===== config.mk =====
export PLATFORM = sky130hd
export DESIGN_NAME = mcu_instruction_word_encoder
export DESIGN_NICKNAME = d
export VERILOG_FILES = /design/src/rtl/mcuenc_pkg.sv /design/src/rtl/mcuenc_cfg.sv /design/src/rtl/mcuenc_encode.sv /design/src/rtl/mcu_instruction_word_encoder.sv
export SDC_FILE = /design/constraint.sdc
export NUM_CORES = 1
export LEC_CHECK = 0
export BUFFER_PORTS_ARGS = -buffer_cell sky130_fd_sc_hd__buf_2
export CORE_MARGIN = 5
export CORE_UTILIZATION = 32
export DETAILED_ROUTE_END_ITERATION = 8
export PLACE_DENSITY = 0.54
export SLEW_MARGIN = 15
export SYNTH_ARGS = -nofsm -noshare
export SYNTH_HDL_FRONTEND = slang
export SYNTH_HIERARCHICAL = 1
export SYNTH_SLANG_ARGS = --single-unit
export TNS_END_PERCENT = 50

===== constraint.sdc =====
create_clock -name clk -period 3.25 [get_ports clk]
set_clock_uncertainty 0.1 [all_clocks]
set_input_delay 0.4875 -clock clk [delete_from_list [all_inputs] [get_ports clk]]
set_output_delay 0.4875 -clock clk [all_outputs]
set_load 0.02 [all_outputs]

===== src/rtl/mcuenc_pkg.sv =====
package mcuenc_pkg;

	// Widths of the configuration port.
	localparam int unsigned CFG_INDEX_W = 2;
	localparam int unsigned CFG_DATA_W  = 4;

	// Configuration register indexes.
	typedef enum logic [CFG_INDEX_W-1:0] {
		REG_CORE_MODE      = 2'd0,
		REG_DATA_BANK_BITS = 2'd1,
		REG_CODE_PAGE_BITS = 2'd2,
		REG_TOP_CODE_PAGE  = 2'd3
	} cfg_reg_e;

	// Reset values of the configuration registers.
	localparam logic       CORE_MODE_RST      = 1'b1;
	localparam logic [2:0] DATA_BANK_BITS_RST = 3'd7;
	localparam logic [3:0] CODE_PAGE_BITS_RST = 4'd11;
	localparam logic [1:0] TOP_CODE_PAGE_RST  = 2'd0;

	// Live configuration, as seen by the encoder.
	typedef struct packed {
		logic       core_mode;
		logic [2:0] data_bank_bits;
		logic [3:0] code_page_bits;
		logic [1:0] top_code_page;
	} cfg_t;

	// One instruction in.
	typedef struct packed {
		logic [5:0]  cmd;
		logic [15:0] operand_one;
		logic [7:0]  operand_two;
	} in_beat_t;

	// One encoded word out.
	typedef struct packed {
		logic [13:0] code_word;
		logic [2:0]  status;
		logic        references_register;
	} out_beat_t;

	// Result status codes.
	typedef enum logic [2:0] {
		ST_OK      = 3'd0,
		ST_LITERAL = 3'd1,
		ST_DEST    = 3'd2,
		ST_BITNUM  = 3'd3,
		ST_ADDR    = 3'd4,
		ST_BADCMD  = 3'd5
	} status_e;

	// Operand classes.
	typedef enum logic [2:0] {
		KIND_NONE = 3'd0,
		KIND_FD   = 3'd1,
		KIND_F    = 3'd2,
		KIND_B    = 3'd3,
		KIND_LIT  = 3'd4,
		KIND_ADDR = 3'd5,
		KIND_TRIS = 3'd6
	} kind_e;

	// Mnemonic indexes.
	typedef enum logic [5:0] {
		CMD_ADDWF  = 6'd0,
		CMD_ANDWF  = 6'd1,
		CMD_CLRF   = 6'd2,
		CMD_CLRW   = 6'd3,
		CMD_COMF   = 6'd4,
		CMD_DECF   = 6'd5,
		CMD_DECFSZ = 6'd6,
		CMD_INCF   = 6'd7,
		CMD_INCFSZ = 6'd8,
		CMD_IORWF  = 6'd9,
		CMD_MOVF   = 6'd10,
		CMD_MOVWF  = 6'd11,
		CMD_NOP    = 6'd12,
		CMD_RLF    = 6'd13,
		CMD_RRF    = 6'd14,
		CMD_SUBWF  = 6'd15,
		CMD_SWAPF  = 6'd16,
		CMD_XORWF  = 6'd17,
		CMD_BCF    = 6'd18,
		CMD_BSF    = 6'd19,
		CMD_BTFSC  = 6'd20,
		CMD_BTFSS  = 6'd21,
		CMD_ANDLW  = 6'd22,
		CMD_CALL   = 6'd23,
		CMD_CLRWDT = 6'd24,
		CMD_GOTO   = 6'd25,
		CMD_IORLW  = 6'd26,
		CMD_MOVLW  = 6'd27,
		CMD_OPTION = 6'd28,
		CMD_RETLW  = 6'd29,
		CMD_SLEEP  = 6'd30,
		CMD_TRIS   = 6'd31,
		CMD_XORLW  = 6'd32,
		CMD_ADDLW  = 6'd33,
		CMD_RETFIE = 6'd34,
		CMD_RETURN = 6'd35,
		CMD_SUBLW  = 6'd36
	} cmd_e;

	// Decoded opcode: operand class, base word and whether the core has it.
	typedef struct packed {
		kind_e       kind;
		logic [13:0] base;
		logic        legal;
	} op_info_t;

	// Opcode table for both word widths.
	function automatic op_info_t op_lookup(input logic [5:0] cmd, input logic wide);
		op_info_t    info;
		kind_e       kind;
		logic [13:0] b12;
		logic [13:0] b14;
		logic        ok12;
		logic        ok14;
		kind = KIND_NONE;
		b12  = '0;
		b14  = '0;
		ok12 = 1'b1;
		ok14 = 1'b1;
		case (cmd)
			CMD_ADDWF: begin kind = KIND_FD; b12 = 14'h1c0; b14 = 14'h700; end
			CMD_ANDWF: begin kind = KIND_FD; b12 = 14'h140; b14 = 14'h500; end
			CMD_CLRF: begin kind = KIND_F; b12 = 14'h060; b14 = 14'h180; end
			CMD_CLRW: begin kind = KIND_NONE; b12 = 14'h040; b14 = 14'h100; end
			CMD_COMF: begin kind = KIND_FD; b12 = 14'h240; b14 = 14'h900; end
			CMD_DECF: begin kind = KIND_FD; b12 = 14'h0c0; b14 = 14'h300; end
			CMD_DECFSZ: begin kind = KIND_FD; b12 = 14'h2c0; b14 = 14'hb00; end
			CMD_INCF: begin kind = KIND_FD; b12 = 14'h280; b14 = 14'ha00; end
			CMD_INCFSZ: begin kind = KIND_FD; b12 = 14'h3c0; b14 = 14'hf00; end
			CMD_IORWF: begin kind = KIND_FD; b12 = 14'h100; b14 = 14'h400; end
			CMD_MOVF: begin kind = KIND_FD; b12 = 14'h200; b14 = 14'h800; end
			CMD_MOVWF: begin kind = KIND_F; b12 = 14'h020; b14 = 14'h080; end
			CMD_NOP: begin kind = KIND_NONE; b12 = 14'h000; b14 = 14'h000; end
			CMD_RLF: begin kind = KIND_FD; b12 = 14'h340; b14 = 14'hd00; end
			CMD_RRF: begin kind = KIND_FD; b12 = 14'h300; b14 = 14'hc00; end
			CMD_SUBWF: begin kind = KIND_FD; b12 = 14'h080; b14 = 14'h200; end
			CMD_SWAPF: begin kind = KIND_FD; b12 = 14'h380; b14 = 14'he00; end
			CMD_XORWF: begin kind = KIND_FD; b12 = 14'h180; b14 = 14'h600; end
			CMD_BCF: begin kind = KIND_B; b12 = 14'h400; b14 = 14'h1000; end
			CMD_BSF: begin kind = KIND_B; b12 = 14'h500; b14 = 14'h1400; end
			CMD_BTFSC: begin kind = KIND_B; b12 = 14'h600; b14 = 14'h1800; end
			CMD_BTFSS: begin kind = KIND_B; b12 = 14'h700; b14 = 14'h1c00; end
			CMD_ANDLW: begin kind = KIND_LIT; b12 = 14'he00; b14 = 14'h3900; end
			CMD_CALL: begin kind = KIND_ADDR; b12 = 14'h900; b14 = 14'h2000; end
			CMD_CLRWDT: begin kind = KIND_NONE; b12 = 14'h004; b14 = 14'h0064; end
			CMD_GOTO: begin kind = KIND_ADDR; b12 = 14'ha00; b14 = 14'h2800; end
			CMD_IORLW: begin kind = KIND_LIT; b12 = 14'hd00; b14 = 14'h3800; end
			CMD_MOVLW: begin kind = KIND_LIT; b12 = 14'hc00; b14 = 14'h3000; end
			CMD_OPTION: begin kind = KIND_NONE; b12 = 14'h002; ok14 = 1'b0; end
			CMD_RETLW: begin kind = KIND_LIT; b12 = 14'h800; b14 = 14'h3400; end
			CMD_SLEEP: begin kind = KIND_NONE; b12 = 14'h003; b14 = 14'h0063; end
			CMD_TRIS: begin kind = KIND_TRIS; b12 = 14'h000; ok14 = 1'b0; end
			CMD_XORLW: begin kind = KIND_LIT; b12 = 14'hf00; b14 = 14'h3a00; end
			CMD_ADDLW: begin kind = KIND_LIT; b14 = 14'h3e00; ok12 = 1'b0; end
			CMD_RETFIE: begin kind = KIND_NONE; b14 = 14'h0009; ok12 = 1'b0; end
			CMD_RETURN: begin kind = KIND_NONE; b14 = 14'h0008; ok12 = 1'b0; end
			CMD_SUBLW: begin kind = KIND_LIT; b14 = 14'h3c00; ok12 = 1'b0; end
			default: begin
				ok12 = 1'b0;
				ok14 = 1'b0;
			end
		endcase
		info.kind  = kind;
		info.base  = wide ? b14 : b12;
		info.legal = wide ? ok14 : ok12;
		return info;
	endfunction

endpackage


===== src/rtl/mcuenc_cfg.sv =====
module mcuenc_cfg (
	input  logic                              clk,
	input  logic                              arst_n,
	input  logic                              cfg_we,
	input  logic [mcuenc_pkg::CFG_INDEX_W-1:0] cfg_index,
	input  logic [mcuenc_pkg::CFG_DATA_W-1:0]  cfg_wdata,
	output mcuenc_pkg::cfg_t                  cfg
);
	import mcuenc_pkg::*;

	cfg_t cfg_q;

	// Register file; each write takes the low bits that the register holds.
	always_ff @(posedge clk or negedge arst_n) begin
		if (!arst_n) begin
			cfg_q.core_mode      <= CORE_MODE_RST;
			cfg_q.data_bank_bits <= DATA_BANK_BITS_RST;
			cfg_q.code_page_bits <= CODE_PAGE_BITS_RST;
			cfg_q.top_code_page  <= TOP_CODE_PAGE_RST;
		end else if (cfg_we) begin
			case (cfg_index)
				REG_CORE_MODE:      cfg_q.core_mode      <= cfg_wdata[0];
				REG_DATA_BANK_BITS: cfg_q.data_bank_bits <= cfg_wdata[2:0];
				REG_CODE_PAGE_BITS: cfg_q.code_page_bits <= cfg_wdata[3:0];
				REG_TOP_CODE_PAGE:  cfg_q.top_code_page  <= cfg_wdata[1:0];
				default: begin
				end
			endcase
		end
	end

	assign cfg = cfg_q;

endmodule


===== src/rtl/mcuenc_encode.sv =====
module mcuenc_encode (
	input  mcuenc_pkg::cfg_t      cfg,
	input  mcuenc_pkg::in_beat_t  ins,
	output mcuenc_pkg::out_beat_t res
);
	import mcuenc_pkg::*;

	op_info_t    op;
	logic        wide;
	logic [7:0]  bank_mask_full;
	logic [6:0]  reg_op;
	logic [16:0] page_mask_full;
	logic [15:0] page_mask;
	logic [15:0] addr_masked;
	logic [17:0] prog_size;
	logic [2:0]  pages;
	logic [13:0] code;
	logic [2:0]  status;
	logic        refs;

	assign wide = cfg.core_mode;
	assign op   = op_lookup(ins.cmd, wide);

	// Register operand masked to the data bank size.
	assign bank_mask_full = (8'd1 << cfg.data_bank_bits) - 8'd1;
	assign reg_op         = ins.operand_one[6:0] & bank_mask_full[6:0];

	// Code page mask and the total program size limit.
	assign page_mask_full = (17'd1 << cfg.code_page_bits) - 17'd1;
	assign page_mask      = page_mask_full[15:0];
	assign addr_masked    = ins.operand_one & page_mask;
	assign pages          = {1'b0, cfg.top_code_page} + 3'd1;
	assign prog_size      = {15'd0, pages} << cfg.code_page_bits;

	// Field packing and range checks for each operand class.
	always_comb begin
		code   = op.base;
		status = ST_OK;
		refs   = 1'b0;
		case (op.kind)
			KIND_FD: begin
				code = code | {7'd0, reg_op};
				refs = 1'b1;
				if (ins.operand_two == 8'd1) begin
					code = code | (wide ? 14'h0080 : 14'h0020);
				end else if (ins.operand_two != 8'd0) begin
					status = ST_DEST;
				end
			end
			KIND_F: begin
				code = code | {7'd0, reg_op};
				refs = 1'b1;
			end
			KIND_B: begin
				code = code | {7'd0, reg_op};
				refs = 1'b1;
				if (ins.operand_two > 8'd7) begin
					status = ST_BITNUM;
				end else begin
					code = code | ({11'd0, ins.operand_two[2:0]} << (wide ? 4'd7 : 4'd5));
				end
			end
			KIND_LIT: begin
				if (ins.operand_one > 16'd255) begin
					status = ST_LITERAL;
				end else begin
					code = code | {6'd0, ins.operand_one[7:0]};
				end
			end
			KIND_ADDR: begin
				if ({2'd0, ins.operand_one} >= prog_size) begin
					status = ST_ADDR;
				end else begin
					code = code | addr_masked[13:0];
				end
			end
			KIND_TRIS: begin
				code = code | {7'd0, reg_op};
			end
			default: begin
			end
		endcase

		// A mnemonic the selected core lacks gives an empty word.
		if (!op.legal) begin
			code   = '0;
			status = ST_BADCMD;
			refs   = 1'b0;
		end
	end

	assign res.code_word           = code;
	assign res.status              = status;
	assign res.references_register = refs;

endmodule


===== src/rtl/mcu_instruction_word_encoder.sv =====
// Encodes one instruction (mnemonic index and two operands) per beat into a
// 12-bit or 14-bit instruction word, as core_mode selects, with a status code
// for the first failed operand check and a flag for a data register operand.
// The block takes one instruction every clock cycle while the output is not
// stalled; an accepted instruction passes through the input register and the
// result register, between which the table lookup and field packing sit.
// Either register may hold its beat while the other side stalls. Write the
// configuration registers only while no instruction is in flight.
module mcu_instruction_word_encoder (
	input  logic                              clk,
	input  logic                              arst_n,
	input  logic                              in_valid,
	output logic                              in_ready,
	input  mcuenc_pkg::in_beat_t              in_data,
	output logic                              out_valid,
	input  logic                              out_ready,
	output mcuenc_pkg::out_beat_t             out_data,
	input  logic                              cfg_we,
	input  logic [mcuenc_pkg::CFG_INDEX_W-1:0] cfg_index,
	input  logic [mcuenc_pkg::CFG_DATA_W-1:0]  cfg_wdata
);
	import mcuenc_pkg::*;

	cfg_t      cfg;
	in_beat_t  in_s1;
	logic      valid_s1;
	out_beat_t enc_res;
	out_beat_t out_s2;
	logic      valid_s2;
	logic      adv_s2;

	mcuenc_cfg u_cfg (
		.clk       (clk),
		.arst_n    (arst_n),
		.cfg_we    (cfg_we),
		.cfg_index (cfg_index),
		.cfg_wdata (cfg_wdata),
		.cfg       (cfg)
	);

	// Each stage moves on when the stage after it is empty or draining.
	assign adv_s2   = !valid_s2 || out_ready;
	assign in_ready = !valid_s1 || adv_s2;

	// Input register.
	always_ff @(posedge clk or negedge arst_n) begin
		if (!arst_n) begin
			valid_s1 <= 1'b0;
		end else if (in_ready) begin
			valid_s1 <= in_valid;
		end
	end

	always_ff @(posedge clk) begin
		if (in_ready && in_valid) begin
			in_s1 <= in_data;
		end
	end

	mcuenc_encode u_encode (
		.cfg (cfg),
		.ins (in_s1),
		.res (enc_res)
	);

	// Result register.
	always_ff @(posedge clk or negedge arst_n) begin
		if (!arst_n) begin
			valid_s2 <= 1'b0;
		end else if (adv_s2) begin
			valid_s2 <= valid_s1;
		end
	end

	always_ff @(posedge clk) begin
		if (adv_s2 && valid_s1) begin
			out_s2 <= enc_res;
		end
	end

	assign out_valid = valid_s2;
	assign out_data  = out_s2;

endmodule

# After elaboration in Yosys (flattened, before gate mapping)
# Index checks and enable logic that the tools add are counted.
# W data, S select, Z words.
# classes
magnitude_cmp	3
add_sub_neg	3
shifts	4
bitwise	7
muxes	21
n_eq_ne	46
reduce_logical	22
# ops
cell	count
$pmux W14 S34	1
$pmux W12 S31	1
$eq A6 B5 Y1 const B	16
$mux W14	5
$pmux W14 S5	1
$eq A6 B4 Y1 const B	8
$or A14 B14 Y14	3
$reduce_or A35 Y1	1
$reduce_or A33 Y1	1
$eq A6 B6 Y1 const B	5
$eq A6 B3 Y1 const B	4
$ge A16 B18 Y1	1
$pmux W3 S6	1
$shl A3 B4 Y18	1
$gt A16 B8 Y1 const B	1
$and A14 B14 Y14	1
$or A14 B7 Y14	1
$or A14 B8 Y14	1
$reduce_or A14 Y1	1
$shl A1 B4 Y14 const A	1
$shl A3 B4 Y14	1
$sub A14 B1 Y14 const B	1
$eq A6 B2 Y1 const B	2
$pmux W3 S4	1
other kinds (27)	46
# totals
ff_bits	60
output_inout_bits	20
input_bits	41
word_cells	118

# Depth between registers and ports, before layout
# logic_depth
ltp_word	7
mapped_depth	14
ltp_nobuf	12

# Cells and area by module
# Netlist, hierarchy kept.
# by_module_without_submodules
mod	seq_area_each_um2	area_per_inst_um2	instances	cells_per_inst
mcuenc_encode	0.0	2332.2	1	385
mcu_instruction_word_encoder	1491.4	1545.2	1	56
mcuenc_cfg	259.0	399.1	1	24

# Least setup slack after synthesis
# Ideal clock, no wire load.
# synth_path
path_kind	register -> register
from	reg u_cfg.cfg_q, in the netlist u_cfg/cfg[3]
to	reg out_s2, in the netlist out_data[11], data pin
arrival_ps	3076
period_less_slack_ps	3336
required_ps	2990
setup_time_ps	160
path_buffers	2
slack_ps	-86
path_stages_with_launch	13
cell_sequence	dfstp_2 -> clkbuf_1 -> clkbuf_1 -> o21ai_0 -> o21ai_0 -> nand3_1 -> ha_1 -> nand4_1 -> o21ai_1 -> a311o_1 -> a211oi_4 -> o211ai_1 -> a41oi_1
# synth_via
elab_chain_cells	6
word_cells_on_any_way	8
classes_between	add/sub (1); order compare (1); shift (2); mux (2); bitwise (2)
# synth_lines
element	line_no	text
start: declaration	mcuenc_cfg.sv:11	cfg_t cfg_q;
$shl A1 B4 Y14	mcuenc_encode.sv:29	assign page_mask_full = (17'd1 << cfg.code_page_bits) - 17'd1;
$sub A14 B1 Y14	mcuenc_encode.sv:29	
$and A14 B14 Y14	mcuenc_encode.sv:31	assign addr_masked = ins.operand_one & page_mask;
$or A14 B14 Y14	mcuenc_encode.sv:74	code = code | addr_masked[13:0];
$mux W14 *	mcuenc_encode.sv:71	if ({2'd0, ins.operand_one} >= prog_size) begin
$pmux W14 S5 *	mcuenc_encode.sv:40	case (op.kind)
end signal: assignment	mcu_instruction_word_encoder.sv:77	out_s2 <= enc_res;
end: declaration	mcu_instruction_word_encoder.sv:28	out_beat_t out_s2;
# Mark *: on every way between the ends. The rest lies on a longest branch, timed or not.
# A chain may end at the register's enable or synchronous reset.

# Worst setup path after layout
# layout_path
from	reg u_cfg.cfg_q, in the netlist u_cfg/cfg[2]
to	reg out_s2, in the netlist out_data[11], data pin
# The elaborated chain is that of the path after synthesis.

==> impl_metrics.tcl <==
set metrics [dict create \
    rsz0062_at_grt "false" \
    worstHoldPathCells 1 \
    die_x_um 126 \
    worst_pin_slew_ps 937 \
    fillCellCount 1291 \
    dr.first_iter.drc_count 334 \
    postLayoutCellArea_sq_um 5190 \
    cts_root_buf "clkbuf_16" \
    synthCells 465 \
    yosysSeqAreaShare_pct 40.9 \
    die_height_um 126 \
    end_kind "register" \
    synth_top_cell_by_area "edfxtp_1" \
    die_area_sq_um 15800 \
    synth_ff_type "edfxtp_1" \
    r2r_end "out_data[11]" \
    synth_top_area_share_pct 33.7 \
    p_per_area_nw_per_um2 508 \
    min_period_over_period_pct 95.5 \
    cp.required_ps 3320 \
    vias 3871 \
    gp_congestion 0.919 \
    cts_buffers 9 \
    drtAntennaViolNets 0 \
    yosysMostFrequentCell "nand2_1" \
    finalSetupViolCount 0 \
    path_buf_inv 4 \
    final_nets 596 \
    drc 0 \
    grtUsageTotal_pct 16.3 \
    io_buffers 60 \
    drive_gt1_share_pct 27.0 \
    dpl_cell_area_sq_um 4810 \
    r2r_slack_ps 150 \
    place_ws_ps -10.8 \
    hold_viol 0 \
    clk_path_buf_depth 2 \
    dr_wl_met2_um 5600 \
    wl_met1_um 5930 \
    hold_slack_ps 227 \
    antenna_found_initial 0 \
    async_flop_share_pct 20.0 \
    r2r-start "u_cfg/cfg[2]" \
    cpMostUsedCell "buf_4" \
    clk_pin_slew_ps 50 \
    maxCapViolCount 0 \
    cts_tree "done" \
    synth_seq_cells 60 \
    syn-cell-area_sq_um 4280 \
    r2r.worst_path.cells 14 \
    drv_slew 0 \
    clkLatencyLatePin_ps 330 \
    wl_met3_um 892 \
    ys_types 75 \
    highest_layer "met4" \
    ys_top_cells_by_count "nand2_1, edfxtp_1, a21oi_1, nor2_1, o21ai_0" \
    cp-start-kind "register" \
    antenna_cells 0 \
    whs_endpoint "in_s1[22]" \
    core_area_sq_um 13200 \
    syn-num-nets 525 \
    ys_top_cells_by_area "edfxtp_1, ha_1, nand2_1" \
    dr.pass1.iters 5 \
    period_minus_slack_ps 3100 \
    yosys_warnings 6 \
    crit_slowest_cell "dfstp_2" \
    crit_fanout 9 \
    crit_chain "buf_4 -> buf_4 -> nor2b_2 -> nand2_1 -> o21ai_2 -> buf_4 -> nand2_1 -> ha_1 -> a21o_1 -> a311o_1 -> a211oi_4 -> buf_6 -> o211ai_1 -> a41oi_1" \
    setup_ws_ps 145 \
    critPathKind "register to register" \
    status "finished clean" \
    hpwlAfterDp_um 9600 \
    syn_to_final_growth_pct 21.3 \
    io_pins 61 \
    synth.avg_cell_area_sq_um 9.20 \
    grt_overflow 0 \
    fmax_mhz 322 \
    cts_num_sinks 60 \
    hold_path.class "input port to register" \
    vdd_drop_max_mv 0.332 \
    htreeDepth 3 \
    avgRoutedWirePerCell_um 17.7 \
    rows 42 \
    grt_max_degree 31 \
    p_leak_nw 1.97 \
    routed_wl_um 12700 \
    worst_slew_margin_rel_pct 37.5 \
    arrival_ps 3170 \
    critical-path-max-stage-delay_ps 620 \
    min-delay-start "in_data[22]" \
    grt_pass1_wl_um 20300 \
    initial_core_util_pct 32.4 \
    synth_edf_count 48 \
    via_per_inst 5.40 \
    critical_path.top_delay_family "compound AO/OA/AOI/OAI gates" \
    grt_pass1_vias 3678 \
]
-- cell usage in the layout (no fill, tap or decap), drive strengths merged, types with 3 or more instances in the layout --
cell type  instances
a211oi             6
a21o               5
a21oi             40
a31oi             10
and2               3
and3               3
and4               3
buf               89
clkbuf            15
dfrtp              5
dfstp              7
edfxtp            48
ha                19
inv               14
mux2              12
mux2i              4
nand2             54
nand2b            12
nand3             14
nand3b             6
nor2              35
nor2b              9
nor3              12
o211ai            10
o21ai             46
o22ai              6
o31ai              5
o32ai              3
or2                3
xnor2              4
-- cell families after synthesis --
kind of cell             after synthesis  share of synthesized area (%)
AND/OR/NAND/NOR                      167                           20.2
AO/OA/AOI/OAI                        154                           23.2
XOR/XNOR                               5                           1.02
multiplexers                          16                           4.10
flip-flops                            60                           40.9
adder cells (fa/ha/maj)               19                           5.56
buffers and inverters                 44                           5.06
-- metal layers --
layer,vias to the layer above,global-route usage [%]
li1,1890,-
met1,1803,22.9
met2,157,23.7
met3,21,4.22
met4,0,6.70
met5,-,0
-- layout make-up --
type                    instances  area (sq um)  area share, %
multi-input cells             361          2360           45.4
flip-flops and latches         60          1750           33.7
repair buffers                 90           536           10.3
clock buffers                  15           269           5.18
well taps                     176           220           4.24
inverters                      14          52.6           1.01
clock inverters                 1          5.00         0.0965
-- how the worst max path moves through the flow --
stage | startpoint | endpoint | slack [ps] | cells past startpoint
final | u_cfg/cfg[2] | out_data[11] | 150 | 14
after detailed placement | u_cfg/cfg[0] | out_data[11] | -10 | 13
after global placement | u_cfg/cfg[0] | out_data[11] | 100 | 13
after CTS | u_cfg/cfg[0] | out_data[11] | 40 | 13
after global routing | u_cfg/cfg[0] | out_data[13] | 20 | 12
after floorplan | u_cfg/cfg[3] | out_data[11] | 10 | 12
-- timing repair --
item,CTS,global route
endpoints found under the hold margin,5,0
hold buffers,1,0
pin swaps,0,6
resized for setup,1,11
setup endpoints to repair,5,14
setup buffers,0,5
-- report_power, final --
| group | total, mW | internal (mW) | leakage [nW] | switching, mW |
|---|---|---|---|---|
| combinational | 0.731 | 0.310 | 1.24 | 0.420 |
| sequential | 1.03 | 0.931 | 0.597 | 0.101 |
| clock | 0.876 | 0.561 | 0.133 | 0.315 |
| total | 2.64 | 1.80 | 1.97 | 0.836 |
-- metrics by stage --
| stage | TNS, ps | instances | total power [mW] | util (%) |
|---|---|---|---|---|
| after floorplan | 0 | 465 | 1.48 | - |
| after global placement | 0 | 695 | 1.71 | 36.5 |
| after detailed placement | -10.8 | 695 | 1.72 | 36.5 |
| after CTS | 0 | 712 | 2.62 | 38.7 |
| after global routing | 0 | 717 | 2.79 | 39.3 |
| final | 0 | 717 | 2.64 | 39.3 |
-- registers in the layout, indices dropped and copies added (netlist names) --
| signal | flops |
|---|---|
| valid_s1 | 1 |
| in_s1 | 30 |
| out_data | 18 |
| u_cfg/cfg | 10 |
| out_valid | 1 |
Note: power is estimated with default switching activity, not from simulation.
